File: src/erfq_pkg.sv
// ----------------------------------------------------------------------------
// erfq_pkg
// Types and constants shared by the Ethernet receive frame qualifier.
// ----------------------------------------------------------------------------
`default_nettype none

package erfq_pkg;

  typedef enum logic [1:0] {
    VERDICT_ACCEPT   = 2'd0,
    VERDICT_RUNT     = 2'd1,
    VERDICT_DISABLED = 2'd2,
    VERDICT_FILTERED = 2'd3
  } verdict_t;

  localparam logic [2:0] REG_STATION_ADDR = 3'd0;
  localparam logic [2:0] REG_MCAST_FILTER = 3'd1;
  localparam logic [2:0] REG_PROMISCUOUS  = 3'd2;
  localparam logic [2:0] REG_RX_ENABLE    = 3'd3;
  localparam logic [2:0] REG_FCS_ENABLE   = 3'd4;

  localparam logic [31:0] CRC_POLY    = 32'hEDB88320;
  localparam logic [31:0] CRC_PRESET  = 32'hFFFFFFFF;
  localparam logic [31:0] CRC_RESIDUE = 32'h2144DF1C;
  localparam logic [11:0] COUNT_MAX   = 12'hFFF;
  localparam logic [11:0] ADDR_BYTES  = 12'd6;
  localparam logic [47:0] BCAST_ADDR  = 48'hFFFF_FFFF_FFFF;

  typedef struct packed {
    logic [11:0] length;
    logic [47:0] dest;
    logic [5:0]  hash;
    logic [31:0] crc;
  } frame_sum_t;

  function automatic logic [31:0] crc_byte(input logic [31:0] crc_in, input logic [7:0] b);
    logic [31:0] c;
    c = crc_in ^ {24'd0, b};
    for (int k = 0; k < 8; k++) begin
      c = c[0] ? (CRC_POLY ^ (c >> 1)) : (c >> 1);
    end
    return c;
  endfunction

endpackage

`default_nettype wire

File: src/ethernet_rx_frame_qualifier.sv
// ----------------------------------------------------------------------------
// ethernet_rx_frame_qualifier
// Ethernet receive frame qualifier with address filter and CRC-32 check.
// ----------------------------------------------------------------------------
// The in_ channel carries one received frame byte per word, destination
// address first, with in_tlast on the final byte. One byte is accepted in
// every cycle while in_tready is high; the bytewise CRC update and byte
// count sit between the input handshake and the frame state registers.
// For each final byte one word leaves on the out_ channel with the verdict,
// the CRC error flag and the saturated frame length. The final byte's frame
// is first held in the frame summary register, and the verdict logic then
// feeds the output register, from which the result word is taken.
// Non-final bytes produce no output word.
// When the receiver stalls, the output register holds its word and the
// summary register takes the next frame end; input is held off only when both
// are full, so a new frame streams in while a verdict waits.
// Reset clears the frame state, the pipeline and the configuration registers
// (FCS checking comes up enabled). Configuration is written through the APB
// port at byte address 8*index.
// ----------------------------------------------------------------------------
`default_nettype none

module ethernet_rx_frame_qualifier
  import erfq_pkg::*;
#(
  parameter int MIN_FRAME_BYTES = 64
) (
  input  wire logic        clk,
  input  wire logic        rst_n,
  input  wire logic        in_tvalid,
  output logic             in_tready,
  input  wire logic [7:0]  in_tdata,     // [7:0] data_byte
  input  wire logic        in_tlast,     // last_byte
  output logic             out_tvalid,
  input  wire logic        out_tready,
  output logic [15:0]      out_tdata,    // [1:0] verdict, [2] crc_error,
                                         // [14:3] frame_length, [15] zero
  input  wire logic        cfg_psel,
  input  wire logic        cfg_penable,
  input  wire logic        cfg_pwrite,
  input  wire logic [5:0]  cfg_paddr,
  input  wire logic [63:0] cfg_pwdata,
  output logic [63:0]      cfg_prdata,
  output logic             cfg_pready
);

  localparam logic [11:0] MIN_LEN = 12'(MIN_FRAME_BYTES);

  logic [47:0] station_r;
  logic [63:0] mcast_r;
  logic        promisc_r;
  logic        rx_en_r;
  logic        fcs_en_r;

  logic        cfg_wr;
  logic [2:0]  reg_idx;

  logic [31:0] crc_r;
  logic [5:0]  hash_r;
  logic [11:0] count_r;
  logic [47:0] dest_r;

  logic [31:0] crc_nxt;
  logic [5:0]  hash_nxt;
  logic [11:0] count_nxt;
  logic [47:0] dest_nxt;

  logic        in_acc;
  logic        s1_valid_r;
  frame_sum_t  sum_r;
  logic        s1_adv;

  logic        out_valid_r;
  verdict_t    out_verdict_r;
  logic        out_err_r;
  logic [11:0] out_len_r;

  verdict_t    verdict_nxt;
  logic        err_nxt;
  logic        addr_pass;

  // Configuration port.
  assign cfg_pready = 1'b1;
  assign cfg_wr     = cfg_psel & cfg_penable & cfg_pwrite;
  assign reg_idx    = cfg_paddr[5:3];

  always_ff @(posedge clk) begin
    if (!rst_n) begin
      station_r <= '0;
      mcast_r   <= '0;
      promisc_r <= 1'b0;
      rx_en_r   <= 1'b0;
      fcs_en_r  <= 1'b1;
    end else if (cfg_wr) begin
      case (reg_idx)
        REG_STATION_ADDR: station_r <= cfg_pwdata[47:0];
        REG_MCAST_FILTER: mcast_r   <= cfg_pwdata;
        REG_PROMISCUOUS:  promisc_r <= cfg_pwdata[0];
        REG_RX_ENABLE:    rx_en_r   <= cfg_pwdata[0];
        REG_FCS_ENABLE:   fcs_en_r  <= cfg_pwdata[0];
        default: ;
      endcase
    end
  end

  always_comb begin
    case (reg_idx)
      REG_STATION_ADDR: cfg_prdata = {16'd0, station_r};
      REG_MCAST_FILTER: cfg_prdata = mcast_r;
      REG_PROMISCUOUS:  cfg_prdata = {63'd0, promisc_r};
      REG_RX_ENABLE:    cfg_prdata = {63'd0, rx_en_r};
      REG_FCS_ENABLE:   cfg_prdata = {63'd0, fcs_en_r};
      default:          cfg_prdata = '0;
    endcase
  end

  // Per-byte frame state update.
  assign in_acc = in_tvalid & in_tready;

  always_comb begin
    crc_nxt   = crc_byte(crc_r, in_tdata);
    count_nxt = (count_r == COUNT_MAX) ? count_r : count_r + 12'd1;
    dest_nxt  = dest_r;
    if (count_r < ADDR_BYTES) begin
      dest_nxt[{count_r[2:0], 3'b000} +: 8] = in_tdata;
    end
    hash_nxt  = (count_nxt == ADDR_BYTES) ? ~crc_nxt[31:26] : hash_r;
  end

  always_ff @(posedge clk) begin
    if (!rst_n) begin
      crc_r   <= CRC_PRESET;
      hash_r  <= '0;
      count_r <= '0;
      dest_r  <= '0;
    end else if (in_acc) begin
      if (in_tlast) begin
        crc_r   <= CRC_PRESET;
        hash_r  <= '0;
        count_r <= '0;
        dest_r  <= '0;
      end else begin
        crc_r   <= crc_nxt;
        hash_r  <= hash_nxt;
        count_r <= count_nxt;
        dest_r  <= dest_nxt;
      end
    end
  end

  // Frame summary register.
  assign s1_adv    = s1_valid_r & (~out_valid_r | out_tready);
  assign in_tready = ~s1_valid_r | s1_adv;

  always_ff @(posedge clk) begin
    if (!rst_n) begin
      s1_valid_r <= 1'b0;
    end else if (in_acc && in_tlast) begin
      s1_valid_r <= 1'b1;
    end else if (s1_adv) begin
      s1_valid_r <= 1'b0;
    end
  end

  always_ff @(posedge clk) begin
    if (in_acc && in_tlast) begin
      sum_r.length <= count_nxt;
      sum_r.dest   <= dest_nxt;
      sum_r.hash   <= hash_nxt;
      sum_r.crc    <= crc_nxt;
    end
  end

  // Verdict.
  always_comb begin
    if (promisc_r) begin
      addr_pass = 1'b1;
    end else if (sum_r.dest[0]) begin
      addr_pass = (sum_r.dest == BCAST_ADDR) | mcast_r[~sum_r.hash];
    end else begin
      addr_pass = (sum_r.dest == station_r);
    end

    err_nxt = 1'b0;
    if (sum_r.length < MIN_LEN) begin
      verdict_nxt = VERDICT_RUNT;
    end else if (!rx_en_r) begin
      verdict_nxt = VERDICT_DISABLED;
    end else if (!addr_pass) begin
      verdict_nxt = VERDICT_FILTERED;
    end else begin
      verdict_nxt = VERDICT_ACCEPT;
      err_nxt     = fcs_en_r & (~sum_r.crc != CRC_RESIDUE);
    end
  end

  always_ff @(posedge clk) begin
    if (!rst_n) begin
      out_valid_r <= 1'b0;
    end else if (s1_adv) begin
      out_valid_r <= 1'b1;
    end else if (out_tready) begin
      out_valid_r <= 1'b0;
    end
  end

  always_ff @(posedge clk) begin
    if (s1_adv) begin
      out_verdict_r <= verdict_nxt;
      out_err_r     <= err_nxt;
      out_len_r     <= sum_r.length;
    end
  end

  assign out_tvalid = out_valid_r;
  assign out_tdata  = {1'b0, out_len_r, out_err_r, out_verdict_r};

  // Assertions.
  a_err_only_accept: assert property (@(posedge clk) disable iff (!rst_n)
    out_valid_r |-> (!out_err_r || out_verdict_r == VERDICT_ACCEPT))
    else $error("crc_error set on a frame that was not accepted");

  a_clear_after_last: assert property (@(posedge clk) disable iff (!rst_n)
    (in_acc && in_tlast) |=> (count_r == 12'd0 && crc_r == CRC_PRESET))
    else $error("frame state not cleared after the final byte");

  a_ready_when_empty: assert property (@(posedge clk) disable iff (!rst_n)
    !out_valid_r |-> in_tready)
    else $error("input held off while the output register is empty");

  a_len_nonzero: assert property (@(posedge clk) disable iff (!rst_n)
    out_valid_r |-> (out_len_r != 12'd0))
    else $error("result with zero frame length");

endmodule

`default_nettype wire
File: config.mk
export PLATFORM = sky130hd
export DESIGN_NAME = ethernet_rx_frame_qualifier
export DESIGN_NICKNAME = d
export VERILOG_FILES = /design/src/erfq_pkg.sv /design/src/ethernet_rx_frame_qualifier.sv
export SDC_FILE = /design/constraint.sdc
export NUM_CORES = 1
export LEC_CHECK = 0
export CAP_MARGIN = 10
export CORE_MARGIN = 2
export CORE_UTILIZATION = 35
export CTS_CLUSTER_DIAMETER = 40
export DETAILED_ROUTE_END_ITERATION = 10
export DONT_BUFFER_PORTS = 1
export HOLD_SLACK_MARGIN = 0.03
export SLEW_MARGIN = 10
export SYNTH_ARGS = -nofsm -noshare
export SYNTH_HDL_FRONTEND = slang
export SYNTH_SLANG_ARGS = --single-unit
File: constraint.sdc
create_clock -name clk -period 2.85 [get_ports clk]
set_input_delay 0.285 -clock clk [delete_from_list [all_inputs] [get_ports clk]]
set_output_delay 0.285 -clock clk [all_outputs]
set_load 0.02 [all_outputs]
==> flow_summary.toml <==
[setup_path]
worstReg2RegStart = "count_r[0]"
cp-startpoint = "count_r[0]"
path_max_fanout = 9
crit_required_ns = 3.17
worstSetupStartpointType = "flop"
critPathCaptureType = "flop"
cp.arrival_ns = 2.99
timing_worst_setup_path_type = "flop to flop"

[clock_tree]
insertion_delay_ns = 0.58
clock-root-buffer = "clkbuf_16"
htree_levels = 2
cts_tree = "built"
cts_buffer_depth = 3
clk_pin_slew_ns = 0.05
clock_sink_count = 328
numCtsBuffers = 51

[routing]
num_vias = 11475
avgViaCountPerCell = 5.31
drt_pass1_iterations = 5
antenna_left = 0
wl_um = 44000
drtIter0Drc = 966
drc = 0
drt-wirelength-per-cell_um = 20.4

[sta]
maxSlewViolCount = 0
setup_viol = 0
maxSlewHeadroom = 0.535
setup_tns_ns = 0
finClkSkew_ns = 0.0188
worstMarginPinSlew_ns = 0.697
finalHoldViolations = 0
finalCritPeriodShare = 0.938
fmax_ghz = 0.374
fin_crit_ns = 2.67
rsz0062_at_grt = "false"

[global_routing]
overflow = 0
grt_pass1_wl_um = 66500
antenna_found_initial = 1
grt_usage = 0.193
grt_pass1_vias = 11006
grt_max_degree = 185

[power_and_ir_drop]
p_per_area_nw_per_um2 = 722
power_mw = 13.4
peakVddDrop_uv = 513
p_leak_nw = 6.25

[synthesis]
synth_area_um2 = 15200
yosysWarnings = 0
synth_edf_count = 113
async_flop_share = 0
synth_top_area_frac = 0.284
syn_nets = 1547
syn_inst = 1457
yosysSeqAreaShare = 0.508
synth_seq_cells = 328
ys.flop_type = "dfxtp_1"
yosysTopAreaCell = "dfxtp_1"
syn_area_per_cell_um2 = 10.4
synthTopCellsByArea = "dfxtp_1, edfxtp_1, nand2_1, a21boi_0, xnor2_1"
ys_types = 68

[final_layout]
layout.cells.non_filler = 2160
nNetsFinal = 1622
final_common_cell = "nand2_1"
drive_gt1_frac = 0.154
final_cell_mix = "nand2_1, dfxtp_1, a21boi_0, edfxtp_1, xnor2_1"
area_growth_syn_to_layout_pct = 22.2

[hold_path]
hold_path_class = "input port to flop"
hp-start = "in_tvalid"

[die]
start_util = 0.353
fp.dieArea_um2 = 45000
fp.coreArea_um2 = 42900
dieWidth_um = 212
io_pins = 169
rows = 76
dieHeight_um = 212

[placed_design]
gp_congestion = 0.835
place.port_buffers = 0
dp_cells = 1983
hpwl_um = 28700

[outcome]
status = "complete, no violations"

[job]
cap_violations = 0
## worst max-delay path: stages (launching register included)
cell	delay (ns)
dfxtp_1	0.32
buf_4	0.16
ha_1	0.28
and4_1	0.32
nand3_2	0.22
nand2_1	0.21
nor4_4	0.37
nand2_2	0.18
mux2_2	0.35
## state kept, by name, indices dropped and copies added (netlist names), 2 cells and up
signal,cells
sum_r,98
mcast_r,64
dest_r,48
station_r,48
crc_r,32
count_r,12
out_len_r,12
hash_r,6
out_verdict_r,2
## routing by layer
| metal | GRT usage | vias up | routed length (um) |
|---|---|---|---|
| li1 | - | 5325 | - |
| met1 | 0.267 | 5595 | 19600 |
| met2 | 0.292 | 476 | 19600 |
| met3 | 0.0445 | 79 | 3550 |
| met4 | 0.0753 | 0 | 1260 |
| met5 | 0 | - | 0 |
## synthesized netlist by cell type, types with 5 or more instances
library cell,number
a21boi_0,119
a21oi_1,6
a22o_1,47
a22oi_1,58
and2_1,20
buf_1,20
buf_2,8
clkbuf_1,68
dfxtp_1,215
edfxtp_1,113
inv_1,15
mux2_2,58
mux2i_1,6
mux4_2,18
nand2_1,301
nand3_1,34
nand4_1,29
nand4b_1,5
nor2_1,18
nor2b_1,65
nor3_1,9
nor4_1,15
o211ai_1,10
o21ai_0,10
xnor2_1,89
xor2_1,21
## per-stage QoR
stage          hold slack, ns  setup WS [ns]  utilization  cell area (um2)
6_report               0.0835          0.176        0.432            18500
5_1_grt                0.0879       0.000523        0.432            18500
4_1_cts                0.0547        0.00880        0.432            18500
3_5_place_dp            0.396         0.0292        0.372            15900
3_3_place_gp            0.367          0.148        0.372            15900
2_1_floorplan           0.400        0.00320            -            15200
## path summary, 6_finish.rpt
path / to / slack, ns / depth (start not counted)
worst min-delay path: hash_r[0] / 0.08 / 4
worst max-delay path: sum_r[33] / 0.18 / 8
worst max register to register: sum_r[33] / 0.18 / 8
worst min register to register: out_len_r[4] / 0.43 / 0
## power breakdown
group          switching (mW)  internal [mW]  total [mW]
clock network            2.38           3.92        6.31
logic                   0.978          0.731        1.71
registers               0.157           5.21        5.36
total                    3.52           9.86        13.4
## what timing repair did
item,CTS,global route
hold endpoints to repair,229,0
hold buffers,80,0
resized for setup,0,3
setup buffers,0,1
endpoints found under the setup margin,0,56
## kinds of logic after synthesis
logic type	after synthesis	share of synthesized area
muxes	82	0.0738
adders and majority gates	4	0.00330
buffers and inverters	118	0.0314
other	2	0.000495
xor gates and xnor gates	118	0.0748
DFF	328	0.508
and+or+nand+nor	528	0.170
AOI/OAI and AO/OA	277	0.139
## cell type report
| type | instances | area (um2) |
|---|---|---|
| fillers | 4015 | 24400 |
| multi-input cells | 1011 | 7030 |
| clock buffers | 56 | 1350 |
| repair buffers | 124 | 1250 |
| clock inverters | 39 | 405 |
| diodes | 1 | 2.50 |
| flip-flops and latches | 328 | 7700 |
| inverters | 16 | 63.8 |
| well taps | 585 | 732 |
Note: power is estimated with default switching activity, not from simulation.
